**config.mk**
```make
export PLATFORM = sky130hd
export DESIGN_NAME = gbr_outq
export DESIGN_NICKNAME = d
export VERILOG_FILES = /design/src/rtl/core/gbr_pkg.sv /design/src/rtl/core/gbr_outq.sv
export VERILOG_INCLUDE_DIRS = /design/src /design/src/rtl/core
export SDC_FILE = /design/constraint.sdc
export NUM_CORES = 1
export LEC_CHECK = 0
export ABC_CLOCK_PERIOD_IN_PS = 6900
export BUFFER_PORTS_ARGS = -buffer_cell sky130_fd_sc_hd__buf_2
export CAP_MARGIN = 20
export CORE_UTILIZATION = 40
export CTS_CLUSTER_DIAMETER = 40
export DETAILED_ROUTE_END_ITERATION = 6
export PLACE_DENSITY = 0.64
export SYNTH_ARGS = -nofsm -noshare
export SYNTH_HDL_FRONTEND = slang
export SYNTH_SLANG_ARGS = --single-unit
```
**constraint.sdc**
```tcl
create_clock -name aclk -period 6.9 [get_ports aclk]
set_input_delay 1.38 -clock aclk [delete_from_list [all_inputs] [get_ports aclk]]
set_output_delay 1.38 -clock aclk [all_outputs]
set_load 0.01 [all_outputs]
```
**src/rtl/core/assert_macros.svh**
```systemverilog
// Assertion helpers shared by the blur block.
`ifndef ASSERT_MACROS_SVH
`define ASSERT_MACROS_SVH

// The consequent must hold in the same cycle as the antecedent.
`define GBR_ASSERT_SAME(label, clk, rstn, ante, cons) \
    label: assert property (@(posedge clk) disable iff (!(rstn)) (ante) |-> (cons)) \
        else $error("same-cycle check failed");

// The consequent must hold in the cycle after the antecedent.
`define GBR_ASSERT_NEXT(label, clk, rstn, ante, cons) \
    label: assert property (@(posedge clk) disable iff (!(rstn)) (ante) |=> (cons)) \
        else $error("next-cycle check failed");

`endif

```
**src/rtl/core/gbr_pkg.sv**
```systemverilog
`timescale 1ns / 1ps
package gbr_pkg;

    localparam int COL_W = 11;
    localparam int ROW_W = 12;
    localparam int CFG_ADDR_W = 2;
    localparam int CFG_DATA_W = 12;

    localparam logic [CFG_ADDR_W-1:0] REG_IMAGE_WIDTH  = 2'd0;
    localparam logic [CFG_ADDR_W-1:0] REG_IMAGE_HEIGHT = 2'd1;

    localparam logic [COL_W-1:0] WIDTH_RESET  = 11'd640;
    localparam logic [ROW_W-1:0] HEIGHT_RESET = 12'd480;
    localparam logic [ROW_W-1:0] ROW_SAT      = 12'd4095;

    // Weights indexed [column][row].
    localparam logic [2:0] KERNEL [3][3] = '{'{3'd1, 3'd2, 3'd1},
                                             '{3'd2, 3'd4, 3'd2},
                                             '{3'd1, 3'd2, 3'd1}};
    localparam logic [12:0] ROUND_BIAS = 13'd8;
    localparam logic [12:0] CHAN_MAX   = 13'd255;

    localparam int OQ_DEPTH = 8;
    localparam int OQ_AW    = 3;
    localparam int OQ_CW    = 4;

    // Red in bits 7:0, green in 15:8, blue in 23:16.
    typedef logic [23:0] pix_t;

    typedef struct packed {
        pix_t two_above;
        pix_t above;
    } lb_entry_t;

    // One channel of the window, indexed [column][row].
    typedef logic [2:0][2:0][7:0] chan_win_t;
    typedef logic [2:0][2:0]      win_mask_t;

    typedef struct packed {
        logic       frame_end;
        logic [7:0] blue;
        logic [7:0] green;
        logic [7:0] red;
    } out_item_t;

endpackage

```
**src/rtl/core/gbr_outq.sv**
```systemverilog
`timescale 1ns / 1ps
`include "assert_macros.svh"
module gbr_outq (
    input  logic                      aclk,
    input  logic                      aresetn,
    input  logic                      push,
    input  gbr_pkg::out_item_t        push_data,
    output logic [gbr_pkg::OQ_CW-1:0] count,
    output logic                      m_tvalid,
    input  logic                      m_tready,
    output logic [23:0]               m_tdata,   // out_red, out_green, out_blue
    output logic                      m_tlast    // frame_end
);
    import gbr_pkg::*;

    out_item_t          store_reg [OQ_DEPTH];
    logic [OQ_AW-1:0]   wr_ptr_reg;
    logic [OQ_AW-1:0]   rd_ptr_reg;
    logic [OQ_CW-1:0]   count_reg;
    logic               pop;
    out_item_t          head;

    assign pop  = m_tvalid && m_tready;
    assign head = store_reg[rd_ptr_reg];

    always_ff @(posedge aclk) begin
        if (push) begin
            store_reg[wr_ptr_reg] <= push_data;
        end
    end

    always_ff @(posedge aclk) begin
        if (!aresetn) begin
            wr_ptr_reg <= '0;
            rd_ptr_reg <= '0;
            count_reg  <= '0;
        end else begin
            if (push) begin
                wr_ptr_reg <= wr_ptr_reg + 1'b1;
            end
            if (pop) begin
                rd_ptr_reg <= rd_ptr_reg + 1'b1;
            end
            case ({push, pop})
                2'b10:   count_reg <= count_reg + 1'b1;
                2'b01:   count_reg <= count_reg - 1'b1;
                default: count_reg <= count_reg;
            endcase
        end
    end

    assign count    = count_reg;
    assign m_tvalid = (count_reg != '0);
    assign m_tdata  = {head.blue, head.green, head.red};
    assign m_tlast  = head.frame_end;

    `GBR_ASSERT_SAME(a_no_overflow, aclk, aresetn, push, (count_reg < OQ_CW'(OQ_DEPTH)) || pop)

endmodule

```
* Word-level counts from Yosys, hierarchy flattened
Memory sizes are Yosys's and may differ from the RTL's. A register that Yosys moved wholly into a read port is not among the register bits.
Cells that the tools add are included.
** Word-level totals
- Register bits after elaboration :: 10
- Memory bits (writable) :: 200
- Input port bits :: 29
- Output and inout bits :: 30
- Word-level logic and storage cells :: 18
- Memories kept :: 1
** Memories
- store_reg :: depth 8, width 25, rd ports 1, clocked after memory_dff 1, write ports 1, line gbr_outq.sv:16 : out_item_t store_reg [OQ_DEPTH];
** Operators by class
- $add $sub $neg :: 4
- Eq/ne operators :: 2
- Multiplexer cells :: 5
- Reduce and logical (&&, ||, !) cells :: 3
** Operators with widths (count)
- $pmux W4 S2 :: 1
- $add A3 B1 Y3 const B :: 2
- $mux W3 :: 2
- $add A4 B1 Y4 const B :: 1
- $reduce_bool A4 Y1 :: 1
- $sub A4 B1 Y4 const B :: 1
- $eq A2 B1 Y1 const B :: 1
- $eq A2 B2 Y1 const B :: 1
- $mux W1 :: 2
- $reduce_bool A2 Y1 :: 1
- $logic_and A1 B1 Y1 :: 1

* Logic depth before layout (Yosys ltp)
- Depth in word-level cells :: 4
- Mapped depth :: 10
- Depth with buffers taken out :: 10

* Worst setup path before layout
No wires, ideal clock.
- Kind :: input port to flip-flop
- Start :: input port push
- End :: memory store_reg[0][0] (netlist bit) (enable)
- Setup time :: 0.438 ns
- Arrival :: 3.212 ns
- Data required time :: 6.462 ns
- Setup slack :: 3.250 ns
- Cell stages on the path :: 2
- Path buffers :: 0
- Path through :: nand2b_1 nor3_1
** Between the ends
- Word-level cells in the longest chain between the ends :: 2
** Ends and longest elaborated chain
- start: declaration :: line gbr_outq.sv:6 : input logic push,
- $mux W1 :: line gbr_outq.sv:27 : if (push) begin
- $mux W1 (not written as such) :: line gbr_outq.sv:28 : store_reg[wr_ptr_reg] <= push_data;
- end: declaration :: line gbr_outq.sv:16
No other way between the ends.

==> summary.md <==
| Metric | Value |
|---|---|
| Outcome | complete, no violations |
| Leak pwr | 3.36 nW |
| Final Hold Viols | 0 |
| Max cap viols | 0 |
| Clock sinks | 213 |
| Register area share after synthesis | between 70 and 80% |
| Clock Pin Slew Worst Setup and Hold Paths | ~0.050 ns |
| Critical setup path kind | reg -> out |
| CP Capture Type | output port |
| DP Area | 8950 um2 |
| Synth Cell Area | 8340 um2 |
| Critical path cell sequence | buf_4 -> mux4_1 -> mux2_2 -> buf_2 |
| Fin crit period | 4.03 ns |
| Avg Inst Size Synth | between 20 and 25 um2 |
| Skew final | 0.0135 ns |
| Setup TNS | 0 ns |
| CP max FO | 50 |
| Mapped Cells | around 360 |
| Io pins | 59 |
| Most common cell after layout, fill and taps aside | edfxtp_1 |
| First-pass GRT wire length | 23200 um |
| First-iteration detailed-routing DRC count | 252 |
| Die height | 146 um |
| Final wirelength | 15000 um |
| Slew Limit Fails | 0 |
| Vias in the first global route | roughly 4000 |
| Highest-delay cell along the critical path | buf_4 |
| Synth Net Count | 396 |
| Buf+Inv Stages, Crit Path | 2 |
| Fin area | 10000 um2 |
| Flip-flop count of the largest register after layout | 200 |
| Number of synthesized register bits | 213 |
| Yosys top cell by area | edfxtp_1 |
| Initial Util | 41.0% |
| Post-route ant nets | 0 |
| Power density cells | 361 nW/um2 |
| CTS H-tree depth | 1 |
| Layout area overhead | 20.2% |
| Setup crit start kind | flip-flop |
| Antenna violations before repair | 0 |
| Cts bufs inserted | 31 |
| Final setup vio count | 0 |
| PostCTS Resize Cnt | 0 |
| Synth Warn # | 0 |
| Worst-case clock buffer depth | 3 |
| Max-slew headroom | 33.4% |
| Number of port buffers | 58 |
| Rows | 52 |
| Share of layout cells above drive strength 1 | 35.8% |
| Drt drc | 0 |
| Worst Tran Pin Value | between 0.9 and 1 ns |
| Crit path max-delay family | multiplexers |
| Fin nets | 476 |
| Most frequent cells in the layout | edfxtp_1, buf_2, mux4_1, clkbuf_16, mux2_2 |
| Detailed Place HPWL | 8130 um |
| Total track usage | about 14% |
| Worst VDD drop | 212 uV |
| Top cells by area, synth | edfxtp_1, mux4_1, mux2_2, dfxtp_1, mux4_2 |
| GRT overflow | 0 |
| Hold/Removal Path Class | reg -> reg |
| Slowest Stage Delay on Critical Path | 0.67 ns |
| Yosys top cell area share | between 70% and 80% |
| Vias | between 3000 and 4000 |
| Worst path required time | 5.52 ns |
| Reg2reg setup slack | around 4.3 ns |
| CTS tree | yes |
| GP Congestion | 0.695 |
| Pre-Repair DR Iteration Count | 4 |
| Clock Latency Late Sink | 0.55 ns |
| Setup bufs post-CTS | 0 |
| Max Freq | 0.248 GHz |
| Final Cycle Share | 58.3% |
| Die X | ~150 um |
| CP arrival | 2.65 ns |
| Mean number of vias per cell | 5.10 |
| Root Buffer | clkbuf_16 |
| Largest net degree at the start of global routing | 51 |
| Core Box Area | 20400 um2 |
| Die Area | 21400 um2 |
| Hold Buf Count CTS | 0 |
| Pwr Total | 0.00362 W |
| Cell variety after synth | 32 |
| RSZ-0062 raised after global routing | no |
| Wire length per cell | 20.3 um |
## kinds of logic (layout without fill, tap and decap cells)
group	Yosys count	count (layout)	share of synthesized area, %
flops	213	213	75.1
mux	79	79	19.2
simple gates	33	33	2.28
buf+inv	19	123	1.43
xor+xnor	7	7	0.735
compound gates	6	6	0.510
fa+ha+maj	5	5	0.750
other cells	0	1	0
## per-stage QoR
| stage | instances | util [%] | setup slack [ns] | hold WS, ns |
|---|---|---|---|---|
| after floorplan | 362 | - | 3.25 | 0.467 |
| after global placement | 679 | 44.0 | 3.41 | 0.466 |
| after detailed placement | 679 | 44.0 | 3.40 | 0.482 |
| after CTS | 736 | 49.2 | 2.81 | 0.490 |
| after global routing | 736 | 49.2 | 2.75 | 0.523 |
| final | 737 | 49.2 | 2.87 | 0.491 |
## worst min-delay path: stages (launching register included)
cell and delay [ns]:
dfxtp_1 0.33, nand2_1 0.06, mux2i_1 0.05
## metal layers
layer	GRT usage, %	up-vias	routed length (um)
li1	-	1717	-
met1	18.1	1934	6260
met2	25.4	81	7770
met3	2.88	24	660
met4	4.43	0	299
met5	0	-	0
## synthesized netlist by cell type, drive strengths merged
master	instances
a21boi	2
a21oi	1
a41oi	1
and2	6
buf	12
clkbuf	5
dfxtp	13
edfxtp	200
ha	5
inv	2
mux2	26
mux2i	3
mux4	50
nand2	7
nand2b	4
nand3	2
nor2	6
nor2b	2
nor3	3
nor4b	1
o21ai	1
o41ai	1
or3	1
or4	1
xnor2	4
xor2	3
## where the power goes
group	switching (W)	internal [W]	total, W	leakage [nW]
clock	0.000582	0.000988	0.00157	0.510
sequential	0.0000262	0.00146	0.00149	1.92
combinational	0.000270	0.000292	0.000562	0.927
## final timing paths
path             start          end  cells after the start
max reg2reg   count[1]     count[2]                     10
max          flip-flop  m_tdata[14]                      4
min reg2reg   count[3]     count[3]                      2
min           count[3]     count[3]                      2
## layout make-up
class	count	area, um2
diodes	1	2.50
multi-input cells	130	2010
flip-flops and latches	213	6270
clock buffers	32	779
fillers	1652	10300
well taps	270	338
clock inverters	25	289
repair buffers	64	335
inverters	2	7.51
Power figures use the tool's default switching activity.
