**config.mk**
```make
export PLATFORM = sky130hd
export DESIGN_NAME = gbr_lane
export DESIGN_NICKNAME = d
export VERILOG_FILES = /design/src/rtl/core/assert_macros.svh /design/src/rtl/core/gbr_pkg.sv /design/src/rtl/core/gbr_lane.sv
export SDC_FILE = /design/constraint.sdc
export NUM_CORES = 1
export LEC_CHECK = 0
export ABC_AREA = 1
export BUFFER_PORTS_ARGS = -buffer_cell sky130_fd_sc_hd__buf_2
export CAP_MARGIN = 20
export CORE_ASPECT_RATIO = 0.75
export CORE_MARGIN = 3
export CORE_UTILIZATION = 45
export DETAILED_ROUTE_END_ITERATION = 16
export GPL_TIMING_DRIVEN = 1
export HOLD_SLACK_MARGIN = 0.15
export PLACE_DENSITY = 0.68
export SYNTH_ARGS = -nofsm -noshare
export SYNTH_HDL_FRONTEND = slang
export SYNTH_SLANG_ARGS = --single-unit
```
**constraint.sdc**
```tcl
create_clock -name aclk -period 23.4 [get_ports aclk]
set_input_delay 2.34 -clock aclk [delete_from_list [all_inputs] [get_ports aclk]]
set_output_delay 2.34 -clock aclk [all_outputs]
set_load 0.005 [all_outputs]
```
**src/rtl/core/assert_macros.svh**
```systemverilog
// Assertion helpers shared by the blur block.
`ifndef ASSERT_MACROS_SVH
`define ASSERT_MACROS_SVH

// The consequent must hold in the same cycle as the antecedent.
`define GBR_ASSERT_SAME(label, clk, rstn, ante, cons) \
    label: assert property (@(posedge clk) disable iff (!(rstn)) (ante) |-> (cons)) \
        else $error("same-cycle check failed");

// The consequent must hold in the cycle after the antecedent.
`define GBR_ASSERT_NEXT(label, clk, rstn, ante, cons) \
    label: assert property (@(posedge clk) disable iff (!(rstn)) (ante) |=> (cons)) \
        else $error("next-cycle check failed");

`endif

```
**src/rtl/core/gbr_pkg.sv**
```systemverilog
`timescale 1ns / 1ps
package gbr_pkg;

    localparam int COL_W = 11;
    localparam int ROW_W = 12;
    localparam int CFG_ADDR_W = 2;
    localparam int CFG_DATA_W = 12;

    localparam logic [CFG_ADDR_W-1:0] REG_IMAGE_WIDTH  = 2'd0;
    localparam logic [CFG_ADDR_W-1:0] REG_IMAGE_HEIGHT = 2'd1;

    localparam logic [COL_W-1:0] WIDTH_RESET  = 11'd640;
    localparam logic [ROW_W-1:0] HEIGHT_RESET = 12'd480;
    localparam logic [ROW_W-1:0] ROW_SAT      = 12'd4095;

    // Weights indexed [column][row].
    localparam logic [2:0] KERNEL [3][3] = '{'{3'd1, 3'd2, 3'd1},
                                             '{3'd2, 3'd4, 3'd2},
                                             '{3'd1, 3'd2, 3'd1}};
    localparam logic [12:0] ROUND_BIAS = 13'd8;
    localparam logic [12:0] CHAN_MAX   = 13'd255;

    localparam int OQ_DEPTH = 8;
    localparam int OQ_AW    = 3;
    localparam int OQ_CW    = 4;

    // Red in bits 7:0, green in 15:8, blue in 23:16.
    typedef logic [23:0] pix_t;

    typedef struct packed {
        pix_t two_above;
        pix_t above;
    } lb_entry_t;

    // One channel of the window, indexed [column][row].
    typedef logic [2:0][2:0][7:0] chan_win_t;
    typedef logic [2:0][2:0]      win_mask_t;

    typedef struct packed {
        logic       frame_end;
        logic [7:0] blue;
        logic [7:0] green;
        logic [7:0] red;
    } out_item_t;

endpackage

```
**src/rtl/core/gbr_lane.sv**
```systemverilog
`timescale 1ns / 1ps
module gbr_lane (
    input  logic                aclk,
    input  logic                en,
    input  gbr_pkg::chan_win_t  win,
    input  gbr_pkg::win_mask_t  mask,
    output logic [7:0]          result
);
    import gbr_pkg::*;

    logic [12:0] sum;
    logic [12:0] rounded;
    logic [7:0]  result_reg;
    logic [7:0]  result_next;

    always_comb begin
        sum = '0;
        for (int c = 0; c < 3; c++) begin
            for (int r = 0; r < 3; r++) begin
                if (mask[c][r]) begin
                    sum = sum + 13'(win[c][r]) * 13'(KERNEL[c][r]);
                end
            end
        end
        rounded = (sum + ROUND_BIAS) >> 4;
        result_next = (rounded > CHAN_MAX) ? 8'hFF : rounded[7:0];
    end

    always_ff @(posedge aclk) begin
        if (en) begin
            result_reg <= result_next;
        end
    end

    assign result = result_reg;

endmodule

```
# Word level (Yosys, flattened, before mapping)
# Index checks and enable logic that the tools add are counted.
[op_classes]
add_sub_neg = 9
order_cmp = 1
muxes = 9
[ops]
columns = ["operator", "n"]
rows = [
  ["$mux 13", 8],
  ["$add 13x9->13", 4],
  ["$add 13x8->13", 3],
  ["$add 13x10->13", 1],
  ["$add 13x4->13 const B", 1],
  ["$gt 9x8->1 const B", 1],
  ["$mux 8", 1],
]
[word_totals]
regBits = 8
inputBits = 83
out_inout_bits = 8
elab_cells = 20

# Longest topological paths before layout
[depth]
ltp_word = 19
ltp_mapped = 65

# Worst setup path after synthesis
# Ideal clock, no wire load.
[synth_timing]
path_type = "input -> register"
startpoint = "input port mask[0] (netlist bit)"
endpoint = "register result_reg[1] (netlist: result[1]), data pin"
setup_ns = 0.262
t_arrival_ns = 10.040
required_ns = 23.138
setup_slack_ns = 13.098
stages = 55
path_cell_list = "buf_2 nand2_1 inv_1 ha_1 inv_1 fa_1 o21ai_0 ha_1 xor2_1 o21ai_0 inv_1 fa_1 o21ai_0 ha_1 inv_1 fa_1 o21ai_0 ha_1 [... 19 more ...] nand2_1 inv_1 o21ai_0 and2_1 ha_1 a21oi_1 nand2_1 nand2_1 inv_1 nand3_1 nand3b_1 nand2_1 inv_2 nand2_1 nor2_2 nand3_2 nand2_4 nand3_1"
[synth_between]
elab_chain_len = 19
[synth_rtl]
columns = ["item", "line", "source"]
rows = [
  ["start, declared", "gbr_lane.sv:6", "input gbr_pkg::win_mask_t mask,"],
  ["$mux 8 *", "gbr_lane.sv:20", "if (mask[c][r]) begin"],
  ["$add 13x9->13", "gbr_lane.sv:21", "sum = sum + 13'(win[c][r]) * 13'(KERNEL[c][r]);"],
  ["$mux 13 *", "gbr_lane.sv:20", ""],
  ["$add 13x8->13", "gbr_lane.sv:21", ""],
  ["$mux 13 *", "gbr_lane.sv:20", ""],
  ["$add 13x9->13", "gbr_lane.sv:21", ""],
  ["$mux 13 *", "gbr_lane.sv:20", ""],
  ["$add 13x10->13", "gbr_lane.sv:21", ""],
  ["[... 3 more ...]", "n/a", ""],
  ["$add 13x8->13", "gbr_lane.sv:21", ""],
  ["$mux 13 *", "gbr_lane.sv:20", ""],
  ["$add 13x9->13", "gbr_lane.sv:21", ""],
  ["$mux 13 *", "gbr_lane.sv:20", ""],
  ["$add 13x8->13", "gbr_lane.sv:21", ""],
  ["$mux 13 *", "gbr_lane.sv:20", ""],
  ["$add 13x4->13 *", "gbr_lane.sv:25", "rounded = (sum + ROUND_BIAS) >> 4;"],
  ["$gt 9x8->1", "gbr_lane.sv:26", "result_next = (rounded > CHAN_MAX) ? 8'hFF : rounded[7:0];"],
  ["end signal, assigned", "gbr_lane.sv:31", "result_reg <= result_next;"],
  ["end, declared", "gbr_lane.sv:13", "logic [7:0] result_reg;"],
]
# Mark *: on every way between the ends. The rest lies on a longest branch, timed or not.
# A chain may end at the register's enable or synchronous reset.

# Worst setup path after layout
[layout_timing]
startpoint = "input port mask[0] (netlist bit)"
endpoint = "register result_reg[6] (netlist: result[6]), data pin"
# The elaborated chain is that of the path after synthesis.

==> impl_results.md <==
- Slew HR: between 60 and 70%
- Core box area: between 9000 and 10000 µm²
- Via density: around 5.0
- CTS root buf: clkbuf_16
- Worst IR Drop VDD: around 0.036 mV
- Initial antenna violation count: 0
- Max Clock Freq: between 0.09 and 0.1 GHz
- Syn avg cell area: 5.67 µm²
- Final worst slack: 12320 ps
- Post-synthesis mux area share: 0%
- Net Sw Frac: between 50% and 60%
- Max cap viols: 0
- Post-cts hold buffer count: 0
- CP max-delay cell: fa_1
- Full die area: ~12000 µm²
- PostCTS Resize Cnt: 0
- I/O pin count: 91
- Simple-gate portion of the synthesized area: between 40% and 50%
- H-tree depth: 1
- Cell-internal power: approximately 0.18 mW
- Final Hold Viols: 0
- Final Core Density: 53.8%
- Antenna cells: 0
- Leakage Power: ~3.1 nW
- Post-Layout Cell Count: about 1000
- Most used cell, CP: nand2_1
- Post-Syn Area: around 4700 µm²
- Synth Net Count: 980
- Fin crit period: between 10000 and 15000 ps
- Hold Slack: 2460 ps
- Pins Over Slew Limit: 0
- Reg power frac: under 10%
- Cell Pwr Density: around 70 nW/µm²
- Synth Instances: roughly 830
- Post-Synth XOR/XNOR Area: between 4 and 5%
- Dpl ws: about 12000 ps
- Area growth, synth to finish: 13.5%
- Clk pwr share: between 7 and 8%
- Worst Path Required: approximately 23000 ps
- CTS buffer count: 3
- Fin nets: 1063
- CP arrival: approximately 11000 ps
- Initial DRC Count: around 370
- Sequential share of the synthesized area: under 10%
- Status: completed
- EDFF count, synth: 8
- Sw power: between 0.15 and 0.2 mW
- Logic pwr share: between 80% and 90%
- Kind of end point of the critical path: flop
- Seq cells post-synth: 8
- Delay-heaviest family, CP: adder cells
- IO buf count: 90
- Routed wire length: 11900 µm
- CP peak stage delay: about 500 ps
- Commonest cells after routing, fill and taps aside: nand2_1, inv_1, nand3_1
- WS Path Type: in -> reg
- Slew @ Worst Pin: between 400 and 500 ps
- Share of layout cells above drive strength 1: ~16%
- Min-Delay Path Depth: 1
- CTS tree: yes
- Post-CTS Setup Inserts: 0
- Synth warn: 0
- Setup violators final: 0
- HPWL after DPL: roughly 11000 µm
- Clock Sinks: 8
- Worst hold path class: in -> reg
- Tcrit/Tclk final: approximately 47%
- Critical path startpoint category: primary input
- Max FFs per register: 8
- Setup TNS: 0 ps
- Largest net degree at the start of global routing: 16
- Post-synthesis cell type count: 42
- Fillers: 1073
- GRT overflow: 0
- Critical path fanouts, max: 8
- Top FF cell, synth: edfxtp_1
- Hold path startpoint: en
- # DRC: 0
- Remaining antenna violation count: 0
- Chip Height: about 94 µm
- DP Cell Count: ~1000
- Initial Utilization: between 40% and 50%
- Worst-path clk slew: ~40 ps
- Gr usage total: 20.8%
- Vias: between 5000 and 6000
- Die extent in x: 124 µm
- GP Congestion: around 0.87
- Number of global-route vias before repair: ~4500
- 1st-pass router iterations: 5
- Commonest non-fill, non-tap cell in the layout: nand2_1
- Clock Path Buffers: 2
- Synth Area in Adders: approximately a fifth
- WP buf/inv: 10
- Hold Path End: result[5]$_SDFFCE_PN1P_
- Largest family of logic cells by synthesized area: simple AND/OR/NAND/NOR gates
- Ys async rst share: 0%
- RSZ-0062 raised after global routing: no
- Rows: 31
- First-pass GRT wire length: approximately 20000 µm
- DR WL/cell: around 11 µm
- Post-synthesis compound-gate area fraction: 10.6%
==> metal layers <==
metal	track usage, %	share of wire [%]	vias to the layer above
met2	29.1	37	132
met4	1.46	0.33	0
met1	35.0	58	2190
met5	0	0	-
li1	-	-	2844
met3	1.50	5.1	4
==> final cells by class <==
cell class                 instances  area, µm²  share of cell area (%)
inverter                         133        499                    9.38
tap                              132        165                    3.10
sequential                         8        240                    4.51
clock buffer                       3       75.1                    1.41
timing repair buffer              90        450                    8.46
multi-input combinational        674       3890                    73.1
==> power by group through the flow <==
stage / registers, mW / clock network [mW] / logic (mW)
after CTS: 0.0288 / 0.0297 / 0.315
after global routing: 0.0294 / 0.0303 / 0.371
after floorplan: 0.0300 / 0 / 0.249
final: 0.0286 / 0.0294 / 0.316
after detailed placement: 0.0291 / 0 / 0.313
after global placement: 0.0285 / 0 / 0.310
==> kinds of logic after synthesis <==
logic type               Yosys count
AND/OR/NAND/NOR                  488
buffers and inverters            145
AO/OA/AOI/OAI                     91
adder cells (fa/ha/maj)           70
XOR/XNOR                          25
flip-flops                         8
==> worst max-delay path by stage <==
stage | startpoint | to | depth (start not counted)
floorplan | mask[0] | result[1]$_SDFFCE_PN1P_ | 55
global placement | mask[0] | result[2]$_SDFFCE_PN1P_ | 55
detailed placement | mask[0] | result[6]$_SDFFCE_PN1P_ | 55
CTS | mask[0] | result[6]$_SDFFCE_PN1P_ | 55
global route | mask[0] | result[6]$_SDFFCE_PN1P_ | 55
finish | mask[0] | result[6]$_SDFFCE_PN1P_ | 55
==> cell usage after synthesis (2+ instances only) <==
cell	instances	area share, %
nand2_1	265	21
inv_1	127	10
nand3_1	105	11
ha_1	63	17
a21oi_1	44	4.7
nor2_1	43	3.4
o21ai_0	26	2.8
xor2_1	20	3.7
nand2_2	15	2.0
nand3_2	14	3.0
nand4_1	10	1.3
or2_2	9	1.2
and2_1	8	1.1
edfxtp_1	8	5.1
fa_1	7	3.0
buf_1	5	0.40
nor2_2	5	0.67
xnor2_1	5	0.93
buf_2	4	0.43
nand3b_1	4	0.64
o211ai_1	4	0.64
a31oi_1	3	0.40
clkinv_1	3	0.24
inv_2	3	0.24
o21ai_1	3	0.32
or2_1	3	0.40
a21boi_0	2	0.32
a21oi_2	2	0.37
nor2_4	2	0.48
nor3_1	2	0.21
o21bai_1	2	0.32
==> metrics by stage <==
step | area, µm² | total power, mW
final | 5320 | 0.374
after global placement | 5250 | 0.338
after floorplan | 4690 | 0.279
after global routing | 5320 | 0.430
after detailed placement | 5250 | 0.342
after CTS | 5320 | 0.373
Power figures use the tool's default switching activity.
